File: config.mk
export PLATFORM = sky130hd
export DESIGN_NAME = kalman_filter_const_velocity_unit_flat
export DESIGN_NICKNAME = d
export VERILOG_FILES = /design/src/rtl/core/kfcv_pkg.sv /design/src/rtl/core/kfcv_in_if.sv /design/src/rtl/core/kfcv_out_if.sv /design/src/rtl/core/kalman_filter_const_velocity_unit.sv /design/src/flat_wrapper.sv
export SDC_FILE = /design/constraint.sdc
export NUM_CORES = 2
export LEC_CHECK = 0
export BUFFER_PORTS_ARGS = -buffer_cell sky130_fd_sc_hd__buf_2
export CAP_MARGIN = 40
export CELL_PAD_IN_SITES_DETAIL_PLACEMENT = 0
export CELL_PAD_IN_SITES_GLOBAL_PLACEMENT = 1
export CORE_MARGIN = 10
export CORE_UTILIZATION = 45
export CTS_CLUSTER_SIZE = 20
export DETAILED_ROUTE_END_ITERATION = 6
export MAX_ROUTING_LAYER = met4
export PLACE_DENSITY_LB_ADDON = 0.1
export REMOVE_ABC_BUFFERS = 1
export SLEW_MARGIN = 20
export SYNTH_ARGS = -nofsm -noshare
export SYNTH_HDL_FRONTEND = slang
export SYNTH_SLANG_ARGS = --single-unit
File: constraint.sdc
create_clock -name i_clk -period 13 [get_ports i_clk]
set_input_delay 2.6 -clock i_clk [delete_from_list [all_inputs] [get_ports i_clk]]
set_output_delay 2.6 -clock i_clk [all_outputs]
set_load 0.1 [all_outputs]
File: src/rtl/core/kfcv_pkg.sv
// Package for the constant-velocity Kalman filter core.
// Holds word sizes, reset values and operation codes; no dependencies.
package kfcv_pkg;
    localparam int DATA_WIDTH_DEF = 32;
    localparam int FRAC_BITS_DEF  = 16;
    localparam int CFG_WIDTH      = 31;
    localparam int CFG_IDX_WIDTH  = 1;
    localparam logic [CFG_IDX_WIDTH-1:0] CFG_PROCESS_NOISE = 1'b0;
    localparam logic [CFG_IDX_WIDTH-1:0] CFG_MEASURE_NOISE = 1'b1;
    localparam logic FUNC_PREDICT = 1'b0;
    localparam logic FUNC_UPDATE  = 1'b1;
    localparam logic [CFG_WIDTH-1:0] PROCESS_NOISE_RST = 31'd6554;
    localparam logic [CFG_WIDTH-1:0] MEASURE_NOISE_RST = 31'd65536;
endpackage

File: src/rtl/core/kfcv_in_if.sv
// Input channel: valid/ready with func and measurement.
// Depends on nothing.
interface kfcv_in_if #(parameter int DW = 32);
    logic          valid;
    logic          ready;
    logic          func;
    logic [DW-1:0] measurement;
    modport source (output valid, func, measurement, input ready);
    modport sink   (input valid, func, measurement, output ready);
endinterface

File: src/rtl/core/kfcv_out_if.sv
// Output channel: valid/ready with position, velocity and saturation flag.
// Depends on nothing.
interface kfcv_out_if #(parameter int DW = 32);
    logic          valid;
    logic          ready;
    logic [DW-1:0] position;
    logic [DW-1:0] velocity;
    logic          saturated;
    modport source (output valid, position, velocity, saturated, input ready);
    modport sink   (input valid, position, velocity, saturated, output ready);
endinterface

File: src/rtl/core/kalman_filter_const_velocity_unit.sv
// Constant-velocity Kalman filter core, iterative with one shared datapath.
// Depends on kfcv_pkg, kfcv_in_if and kfcv_out_if.
//
// Channel  Dir  Fields                               Transfer
// s_in     in   func, measurement                    valid & ready
// m_out    out  position, velocity, saturated        valid & ready
// cfg      in   i_cfg_we, i_cfg_idx, i_cfg_data      write enable high
//
// Predict runs from the accepting edge to a valid result as eight saturating
// adds on the shared adder, one per cycle, then the output load.
// Update runs two adds, two restoring divides of DATA_WIDTH+FRAC_BITS quotient
// bits with a finishing step each, six multiplies (each a registered product,
// then round/clamp/add), then the output load. The result is held in an output
// register; the next item is accepted once it is taken. Reset is synchronous
// and restores state and registers; no clearing pass.
module kalman_filter_const_velocity_unit
    import kfcv_pkg::*;
#(
    parameter int DATA_WIDTH = DATA_WIDTH_DEF,
    parameter int FRAC_BITS  = FRAC_BITS_DEF
) (
    input  logic                     i_clk,
    input  logic                     i_rst_n,
    input  logic                     i_cfg_we,
    input  logic [CFG_IDX_WIDTH-1:0] i_cfg_idx,
    input  logic [CFG_WIDTH-1:0]     i_cfg_data,
    kfcv_in_if.sink                  s_in,
    kfcv_out_if.source               m_out
);
    localparam int DW  = DATA_WIDTH;
    localparam int NW  = DW + FRAC_BITS;            // dividend width
    localparam int CW  = $clog2(NW + 1);
    localparam int PW  = 2 * DW;
    localparam logic signed [DW-1:0] HI = {1'b0, {(DW-1){1'b1}}};
    localparam logic signed [DW-1:0] LO = {1'b1, {(DW-1){1'b0}}};
    localparam logic signed [DW-1:0] ONE = DW'(1) <<< FRAC_BITS;

    // sequencer codes
    localparam logic [4:0] ST_IDLE  = 5'd0;
    localparam logic [4:0] ST_P0    = 5'd1;  // pos += vel
    localparam logic [4:0] ST_P1    = 5'd2;  // t = pp + pv
    localparam logic [4:0] ST_P2    = 5'd3;  // t += vp
    localparam logic [4:0] ST_P3    = 5'd4;  // t += vv
    localparam logic [4:0] ST_P4    = 5'd5;  // t += q
    localparam logic [4:0] ST_P5    = 5'd6;  // pv += vv
    localparam logic [4:0] ST_P6    = 5'd7;  // vp += vv
    localparam logic [4:0] ST_P7    = 5'd8;  // vv += q, pp = t
    localparam logic [4:0] ST_U0    = 5'd9;  // S = pp + r
    localparam logic [4:0] ST_U1    = 5'd10; // y = z - pos, start div k0
    localparam logic [4:0] ST_DIV   = 5'd11;
    localparam logic [4:0] ST_DEND  = 5'd12;
    localparam logic [4:0] ST_MUL   = 5'd13; // product registered
    localparam logic [4:0] ST_ACC   = 5'd14; // round, clamp, subtract/add
    localparam logic [4:0] ST_OUT   = 5'd15;

    logic [4:0] r_st, n_st;
    logic signed [DW-1:0] r_pos, r_vel, r_pp, r_pv, r_vp, r_vv;
    logic signed [DW-1:0] r_t, r_s, r_y, r_k0, r_k1, r_z;
    logic [CFG_WIDTH-1:0] r_q, r_r;
    logic r_sat, r_kidx;
    logic [2:0] r_mi;
    logic [NW-1:0] r_num;
    logic [DW:0]   r_rem;
    logic [NW-1:0] r_quo;
    logic [DW-1:0] r_dmag;
    logic          r_qneg;
    logic [CW-1:0] r_cnt;
    logic [PW-1:0] r_prod;
    logic          r_pneg;
    logic          r_ovalid;
    logic signed [DW-1:0] r_opos, r_ovel;
    logic          r_osat;

    // register value with clamp to the word
    function automatic logic signed [DW-1:0] reg_w(input logic [CFG_WIDTH-1:0] v);
        logic [63:0] e;
        e = 64'(v);
        if (e > 64'(HI)) return HI;
        return DW'(e);
    endfunction

    // shared saturating adder
    logic signed [DW-1:0] a_x, a_y, a_res;
    logic a_sub, a_ovf;
    logic signed [DW:0] a_full;
    always_comb begin
        a_full = a_sub ? ({a_x[DW-1], a_x} - {a_y[DW-1], a_y})
                       : ({a_x[DW-1], a_x} + {a_y[DW-1], a_y});
        a_ovf  = a_full[DW] != a_full[DW-1];
        a_res  = a_ovf ? (a_full[DW] ? LO : HI) : a_full[DW-1:0];
    end

    // multiply operand and accumulate target selection
    logic signed [DW-1:0] m_a, m_b, m_acc;
    always_comb begin
        m_a = r_k0; m_b = r_y; m_acc = r_pos;
        case (r_mi)
            3'd0: begin m_a = r_k0; m_b = r_y;  m_acc = r_pos; end
            3'd1: begin m_a = r_k1; m_b = r_y;  m_acc = r_vel; end
            3'd2: begin m_a = r_k1; m_b = r_pp; m_acc = r_vp;  end
            3'd3: begin m_a = r_k1; m_b = r_pv; m_acc = r_vv;  end
            3'd4: begin m_a = r_k0; m_b = r_pp; m_acc = r_pp;  end
            3'd5: begin m_a = r_k0; m_b = r_pv; m_acc = r_pv;  end
            default: begin m_a = r_k0; m_b = r_y; m_acc = r_pos; end
        endcase
    end
    logic [DW-1:0] ma_mag, mb_mag;
    assign ma_mag = m_a[DW-1] ? DW'(-m_a) : DW'(m_a);
    assign mb_mag = m_b[DW-1] ? DW'(-m_b) : DW'(m_b);

    // round half away, clamp magnitude
    logic [PW-1:0] rnd;
    logic [PW-1:0] rsh;
    logic signed [DW-1:0] m_val;
    logic m_ovf;
    always_comb begin
        rnd = r_prod + (PW'(1) << (FRAC_BITS - 1));
        rsh = rnd >> FRAC_BITS;
        m_ovf = 1'b0;
        if (r_pneg) begin
            if (rsh > PW'(HI) + PW'(1)) begin m_val = LO; m_ovf = 1'b1; end
            else m_val = DW'(-rsh);
        end else begin
            if (rsh > PW'(HI)) begin m_val = HI; m_ovf = 1'b1; end
            else m_val = DW'(rsh);
        end
    end

    // divider step: numerator magnitude shifted in msb first
    logic [DW:0] d_try;
    logic [DW:0] d_sh;
    assign d_sh  = {r_rem[DW-1:0], r_num[NW-1]};
    assign d_try = d_sh - {1'b0, r_dmag};
    logic signed [DW-1:0] num_sel;
    assign num_sel = r_kidx ? r_vp : r_pp;
    logic [DW-1:0] num_mag, s_mag;
    assign num_mag = num_sel[DW-1] ? DW'(-num_sel) : DW'(num_sel);
    assign s_mag   = r_s[DW-1] ? DW'(-r_s) : DW'(r_s);

    // quotient clamp
    logic signed [DW-1:0] q_val;
    logic q_ovf;
    always_comb begin
        q_ovf = 1'b0;
        if (r_qneg) begin
            if (r_quo > NW'(HI) + NW'(1)) begin q_val = LO; q_ovf = 1'b1; end
            else q_val = DW'(-r_quo);
        end else begin
            if (r_quo > NW'(HI)) begin q_val = HI; q_ovf = 1'b1; end
            else q_val = DW'(r_quo);
        end
    end

    // adder operand choice per state
    always_comb begin
        a_x = r_pos; a_y = r_vel; a_sub = 1'b0;
        case (r_st)
            ST_P0:  begin a_x = r_pos; a_y = r_vel; end
            ST_P1:  begin a_x = r_pp;  a_y = r_pv;  end
            ST_P2:  begin a_x = r_t;   a_y = r_vp;  end
            ST_P3:  begin a_x = r_t;   a_y = r_vv;  end
            ST_P4:  begin a_x = r_t;   a_y = reg_w(r_q); end
            ST_P5:  begin a_x = r_pv;  a_y = r_vv;  end
            ST_P6:  begin a_x = r_vp;  a_y = r_vv;  end
            ST_P7:  begin a_x = r_vv;  a_y = reg_w(r_q); end
            ST_U0:  begin a_x = r_pp;  a_y = reg_w(r_r); end
            ST_U1:  begin a_x = r_z;   a_y = r_pos; a_sub = 1'b1; end
            ST_ACC: begin a_x = m_acc; a_y = m_val; a_sub = (r_mi > 3'd1); end
            default: begin a_x = r_pos; a_y = r_vel; end
        endcase
    end

    assign s_in.ready    = (r_st == ST_IDLE) && !r_ovalid;
    assign m_out.valid    = r_ovalid;
    assign m_out.position = r_opos;
    assign m_out.velocity = r_ovel;
    assign m_out.saturated = r_osat;

    // sequencer
    always_comb begin
        n_st = r_st;
        case (r_st)
            ST_IDLE: if (s_in.valid && s_in.ready)
                         n_st = (s_in.func == FUNC_UPDATE) ? ST_U0 : ST_P0;
            ST_P0, ST_P1, ST_P2, ST_P3, ST_P4, ST_P5, ST_P6: n_st = r_st + 5'd1;
            ST_P7:   n_st = ST_OUT;
            ST_U0:   n_st = ST_U1;
            ST_U1:   n_st = ST_DIV;
            ST_DIV:  if (r_cnt == CW'(1)) n_st = ST_DEND;
            ST_DEND: n_st = r_kidx ? ST_MUL : ST_DIV;
            ST_MUL:  n_st = ST_ACC;
            ST_ACC:  n_st = (r_mi == 3'd5) ? ST_OUT : ST_MUL;
            ST_OUT:  n_st = ST_IDLE;
            default: n_st = ST_IDLE;
        endcase
    end

    always_ff @(posedge i_clk) begin
        if (!i_rst_n) begin
            r_st <= ST_IDLE;
            r_pos <= '0; r_vel <= '0; r_pp <= ONE; r_pv <= '0; r_vp <= '0; r_vv <= ONE;
            r_q <= PROCESS_NOISE_RST; r_r <= MEASURE_NOISE_RST;
            r_ovalid <= 1'b0; r_sat <= 1'b0; r_kidx <= 1'b0; r_mi <= '0; r_cnt <= '0;
        end else begin
            r_st <= n_st;
            if (i_cfg_we) begin
                if (i_cfg_idx == CFG_PROCESS_NOISE) r_q <= i_cfg_data;
                if (i_cfg_idx == CFG_MEASURE_NOISE) r_r <= i_cfg_data;
            end
            if (m_out.valid && m_out.ready) r_ovalid <= 1'b0;
            case (r_st)
                ST_IDLE: if (s_in.valid && s_in.ready) begin
                    r_sat <= 1'b0; r_z <= s_in.measurement; r_kidx <= 1'b0; r_mi <= '0;
                end
                ST_P0: begin r_pos <= a_res; r_sat <= r_sat | a_ovf; end
                ST_P1, ST_P2, ST_P3: begin r_t <= a_res; r_sat <= r_sat | a_ovf; end
                ST_P4: begin r_t <= a_res; r_sat <= r_sat | a_ovf; end
                ST_P5: begin r_pv <= a_res; r_sat <= r_sat | a_ovf; end
                ST_P6: begin r_vp <= a_res; r_sat <= r_sat | a_ovf; end
                ST_P7: begin r_vv <= a_res; r_pp <= r_t; r_sat <= r_sat | a_ovf; end
                ST_U0: begin r_s <= a_res; r_sat <= r_sat | a_ovf; end
                ST_U1: begin
                    r_y <= a_res; r_sat <= r_sat | a_ovf;
                    r_num <= NW'(num_mag) << FRAC_BITS; r_dmag <= s_mag;
                    r_qneg <= num_sel[DW-1] ^ r_s[DW-1];
                    r_rem <= '0; r_quo <= '0; r_cnt <= CW'(NW);
                end
                ST_DIV: begin
                    r_num <= r_num << 1;
                    r_cnt <= r_cnt - CW'(1);
                    if (!d_try[DW]) begin r_rem <= d_try; r_quo <= {r_quo[NW-2:0], 1'b1}; end
                    else begin r_rem <= d_sh; r_quo <= {r_quo[NW-2:0], 1'b0}; end
                end
                ST_DEND: begin
                    // zero divisor: zero numerator gives zero, else the signed limit
                    if (r_s == '0) begin
                        if (num_sel == '0) begin
                            if (r_kidx) r_k1 <= '0; else r_k0 <= '0;
                        end else begin
                            r_sat <= 1'b1;
                            if (r_kidx) r_k1 <= num_sel[DW-1] ? LO : HI;
                            else r_k0 <= num_sel[DW-1] ? LO : HI;
                        end
                    end else begin
                        r_sat <= r_sat | q_ovf;
                        if (r_kidx) r_k1 <= q_val; else r_k0 <= q_val;
                    end
                    if (!r_kidx) begin
                        r_kidx <= 1'b1;
                        r_num <= NW'(r_vp[DW-1] ? DW'(-r_vp) : DW'(r_vp)) << FRAC_BITS;
                        r_qneg <= r_vp[DW-1] ^ r_s[DW-1];
                        r_rem <= '0; r_quo <= '0; r_cnt <= CW'(NW);
                    end
                end
                ST_MUL: begin
                    r_prod <= PW'(ma_mag) * PW'(mb_mag);
                    r_pneg <= m_a[DW-1] ^ m_b[DW-1];
                end
                ST_ACC: begin
                    r_sat <= r_sat | m_ovf | a_ovf;
                    r_mi <= r_mi + 3'd1;
                    case (r_mi)
                        3'd0: r_pos <= a_res;
                        3'd1: r_vel <= a_res;
                        3'd2: r_vp <= a_res;
                        3'd3: r_vv <= a_res;
                        3'd4: r_pp <= a_res;
                        3'd5: r_pv <= a_res;
                        default: r_pos <= r_pos;
                    endcase
                end
                ST_OUT: begin
                    r_ovalid <= 1'b1; r_opos <= r_pos; r_ovel <= r_vel; r_osat <= r_sat;
                end
                default: r_sat <= r_sat;
            endcase
        end
    end

`ifndef SYNTH
    a_no_accept_busy: assert property (@(posedge i_clk) disable iff (!i_rst_n)
        (r_st != ST_IDLE) |-> !s_in.ready) else $error("accept while busy");
    a_out_after_seq: assert property (@(posedge i_clk) disable iff (!i_rst_n)
        $rose(r_ovalid) |-> $past(r_st) == ST_OUT) else $error("stray result");
    a_div_count: assert property (@(posedge i_clk) disable iff (!i_rst_n)
        (r_st == ST_DIV) |-> (r_cnt != '0)) else $error("divider overrun");
`endif
endmodule

File: src/flat_wrapper.sv
// flat-port wrapper written by rule: the top's interface ports become plain ports
module kalman_filter_const_velocity_unit_flat import kfcv_pkg::*;
#(
    parameter int DATA_WIDTH = DATA_WIDTH_DEF,
    parameter int FRAC_BITS  = FRAC_BITS_DEF
)
  (i_clk, i_rst_n, i_cfg_we, i_cfg_idx, i_cfg_data, s_in_valid, s_in_func, s_in_measurement, s_in_ready, m_out_valid, m_out_position, m_out_velocity, m_out_saturated, m_out_ready);
  kfcv_in_if #(.DW((32))) s_in_i ();
  kfcv_out_if #(.DW((32))) m_out_i ();
  input  logic i_clk;
  input  logic i_rst_n;
  input  logic i_cfg_we;
  input  logic [CFG_IDX_WIDTH-1:0] i_cfg_idx;
  input  logic [CFG_WIDTH-1:0] i_cfg_data;
  input wire logic [$bits(s_in_i.valid)-1:0] s_in_valid;
  input wire logic [$bits(s_in_i.func)-1:0] s_in_func;
  input wire logic [$bits(s_in_i.measurement)-1:0] s_in_measurement;
  output wire logic [$bits(s_in_i.ready)-1:0] s_in_ready;
  output wire logic [$bits(m_out_i.valid)-1:0] m_out_valid;
  output wire logic [$bits(m_out_i.position)-1:0] m_out_position;
  output wire logic [$bits(m_out_i.velocity)-1:0] m_out_velocity;
  output wire logic [$bits(m_out_i.saturated)-1:0] m_out_saturated;
  input wire logic [$bits(m_out_i.ready)-1:0] m_out_ready;
  assign s_in_i.valid = s_in_valid;
  assign s_in_i.func = s_in_func;
  assign s_in_i.measurement = s_in_measurement;
  assign s_in_ready = s_in_i.ready;
  assign m_out_valid = m_out_i.valid;
  assign m_out_position = m_out_i.position;
  assign m_out_velocity = m_out_i.velocity;
  assign m_out_saturated = m_out_i.saturated;
  assign m_out_i.ready = m_out_ready;
  kalman_filter_const_velocity_unit #(.DATA_WIDTH(DATA_WIDTH), .FRAC_BITS(FRAC_BITS)) u_core (.i_clk(i_clk), .i_rst_n(i_rst_n), .i_cfg_we(i_cfg_we), .i_cfg_idx(i_cfg_idx), .i_cfg_data(i_cfg_data), .s_in(s_in_i), .m_out(m_out_i));
endmodule
==> results.ini <==
[critical_path]
path_common_cell = fa_1
worst_ep_required_time_ns = 13.42
end_kind = flip-flop
cp_slowest_cell = fa_1
critical_path.startpoint = u_core.r_mi[0]
r2r_start = u_core.r_mi[0]
cp-start-kind = flip-flop
critPathKind = flip-flop to flip-flop
path_buf_inv = 11
cp.arrival_ns = 12.77
cp_max_fo = 21
slowest_delay_ns = 0.65
crit_family = adder cells

[synth]
syn-cell-area_sq_um = 73200
synth_top_family_by_area = adder cells
synth-simple-area-share = 0.153
synth_top_area_share = 0.245
synth_area_leaders = fa_1, edfxtp_1, dfxtp_1
yosys_register_bits = 723
synth_xor_area_frac = 0.0473
yosysWarnings = 0
postSynth.asyncResetShare = 0
synth_fa_ha_area_frac = 0.308
syn-instance-count = 8015
synthFlopType = edfxtp_1
ys_seq_area_frac = 0.260
synth_edf_count = 452
avgSynthCellArea_sq_um = 9.13
synth_cell_types = 98
synth_top_cell_by_area = fa_1
synth-compound-area-share = 0.136
synthMuxAreaShare = 0.0159

[timing]
finClkSkew_ns = 0.0358
tightest_slew_ns = 0.982
rsz0062_at_grt = no
finalHoldViolCount = 0
min_period_over_period = 0.950
fmaxAchievable_mhz = 81.0
fin_crit_ns = 12.35
setup_viol = 0
max_slew_margin = 0.338
maxSlewViolCount = 0

[die]
core_sq_um = 161000
initial_utilization = 0.454
io_pins = 137
die_y_microns = 423
die-area_sq_um = 179000
rows = 147
die_width_microns = 423

[placed_design]
place_hpwl_microns = 228000
placed_cell_area_sq_um = 78100
place_congestion = 1.00
portBuffers = 136

[global_route]
grt_pass1_wl_microns = 427000
track_usage = 0.329
grt_pass1_vias = 61380
grt_max_degree = 156
antenna_found_initial = 9
overflow = 0

[min_path]
hold_path.class = flip-flop to flip-flop
hp-start = u_core.r_s[0]

[final_layout]
nFillCells = 15336
largestRegisters = u_core.r_prod (49), u_core.r_quo (48)
fin_util = 0.504
synthToLayoutAreaGrowth_pct = 11.0
multiInputGateArea_sq_um = 49000
design_area_sq_um = 81200
top_register = u_core.r_prod
drive_gt1_frac = 0.0992
seqCellArea_sq_um = 19000
largest_reg_flops = 49
fin_nets = 9404

[clock_tree]
cts.htree.levels = 3
cts_buffers = 79
clock-sinks = 723
cts-root-buf = clkbuf_16
cts.hold.buffers_added = 0
clock_latency_ns = 0.69
clock_path_buffers = 3
cts_tree = yes
clkSlewWorstSetupHoldPaths_ns = 0.07

[route]
wirelength_microns = 292000
drc = 0
ant_nets = 0
drt_iter0_markers = 6764
wl_per_cell_microns = 28.3
routed_via_density = 5.95
drtPass1Iterations = 7
vias = 61456

[outcome]
outcome = completed

[flow_run]
max_cap_viol_count = 0

-- routing by layer --
metal,track usage,vias to the layer above,part of all wire
li1,-,26932,-
met1,0.435,31091,0.42
met2,0.506,2847,0.45
met3,0.0549,586,0.081
met4,0.124,0,0.046
met5,-,-,0
-- placed cells by master (no fill, tap or decap), types with 26 or more instances in the layout --
master        n
nand3_1     116
a31oi_1      71
a221o_1      35
o221ai_1     32
a222oi_1     84
a21boi_0     70
nor2_1      809
or2_2        45
nand4_1      44
nand2b_1     40
ha_1        345
buf_4       315
o31ai_1      50
o211ai_1     87
nor4_1       26
a211oi_1     28
xnor2_1     190
a21oi_1     259
and3_1       34
o21a_1       46
o21ai_0     354
inv_1      1053
nand2_1     920
dfxtp_1     270
clkbuf_16    83
mux2i_1     106
nor2b_1      40
xnor2_2      31
and2_1       93
or3_1        69
nor3_1      115
edfxtp_1    452
xor2_1      149
a21o_1       62
a22oi_1     132
fa_1        897
buf_2       143
-- Yosys cell counts, types with 63 or more instances --
cell type,number
inv_1,1053
nand2_1,921
fa_1,897
nor2_1,813
edfxtp_1,452
clkbuf_1,437
o21ai_0,357
ha_1,346
dfxtp_1,271
a21oi_1,262
xnor2_1,221
xor2_1,171
a22oi_1,133
nor3_1,121
nand3_1,117
mux2i_1,108
and2_1,96
o211ai_1,87
a222oi_1,84
a31oi_1,71
a21boi_0,70
or3_1,69
a21o_1,63
-- per-stage QoR --
step | instances | TNS [ns] | setup slack, ns | hold WS (ns)
floorplan | 7517 | -21.28 | -1.47 | 0.432
global placement | 10137 | 0 | 0.236 | 0.458
detailed placement | 10156 | 0 | 0.0996 | 0.463
CTS | 10304 | 0 | 0.0137 | 0.451
global route | 10322 | 0 | 0.0270 | 0.470
finish | 10323 | 0 | 0.647 | 0.459
-- area by class of cell --
cell class | count | share of cell area
multi-input cells | 5739 | 0.603
flip-flops and latches | 723 | 0.234
inverters | 1055 | 0.0488
repair buffers | 493 | 0.0457
well taps | 2160 | 0.0333
clock buffers | 105 | 0.0278
clock inverters | 43 | 0.00675
diodes | 5 | 0.000154
-- cell families after synthesis --
family / Yosys count
compound gates: 1480
xor+xnor: 393
fa+ha+maj: 1265
buf+inv: 1553
flops: 723
mux: 115
simple gates: 2486
-- path summary, 6_finish.rpt --
path | end | slack [ns] | depth (start not counted)
max | u_core.r_prod[63] | 0.65 | 47
min | u_core.r_dmag[0] | 0.46 | 0
max reg2reg | u_core.r_prod[63] | 0.65 | 47
min reg2reg | u_core.r_dmag[0] | 0.46 | 0
-- timing repair --
action                     in CTS  in global routing
setup endpoints to repair       0                 19
setup buffers                   0                  5
gates resized for setup         0                 20
Power is left out: the tool's default activity adds up to more than one toggle a clock period on the data nets, which glitch-free logic cannot reach.
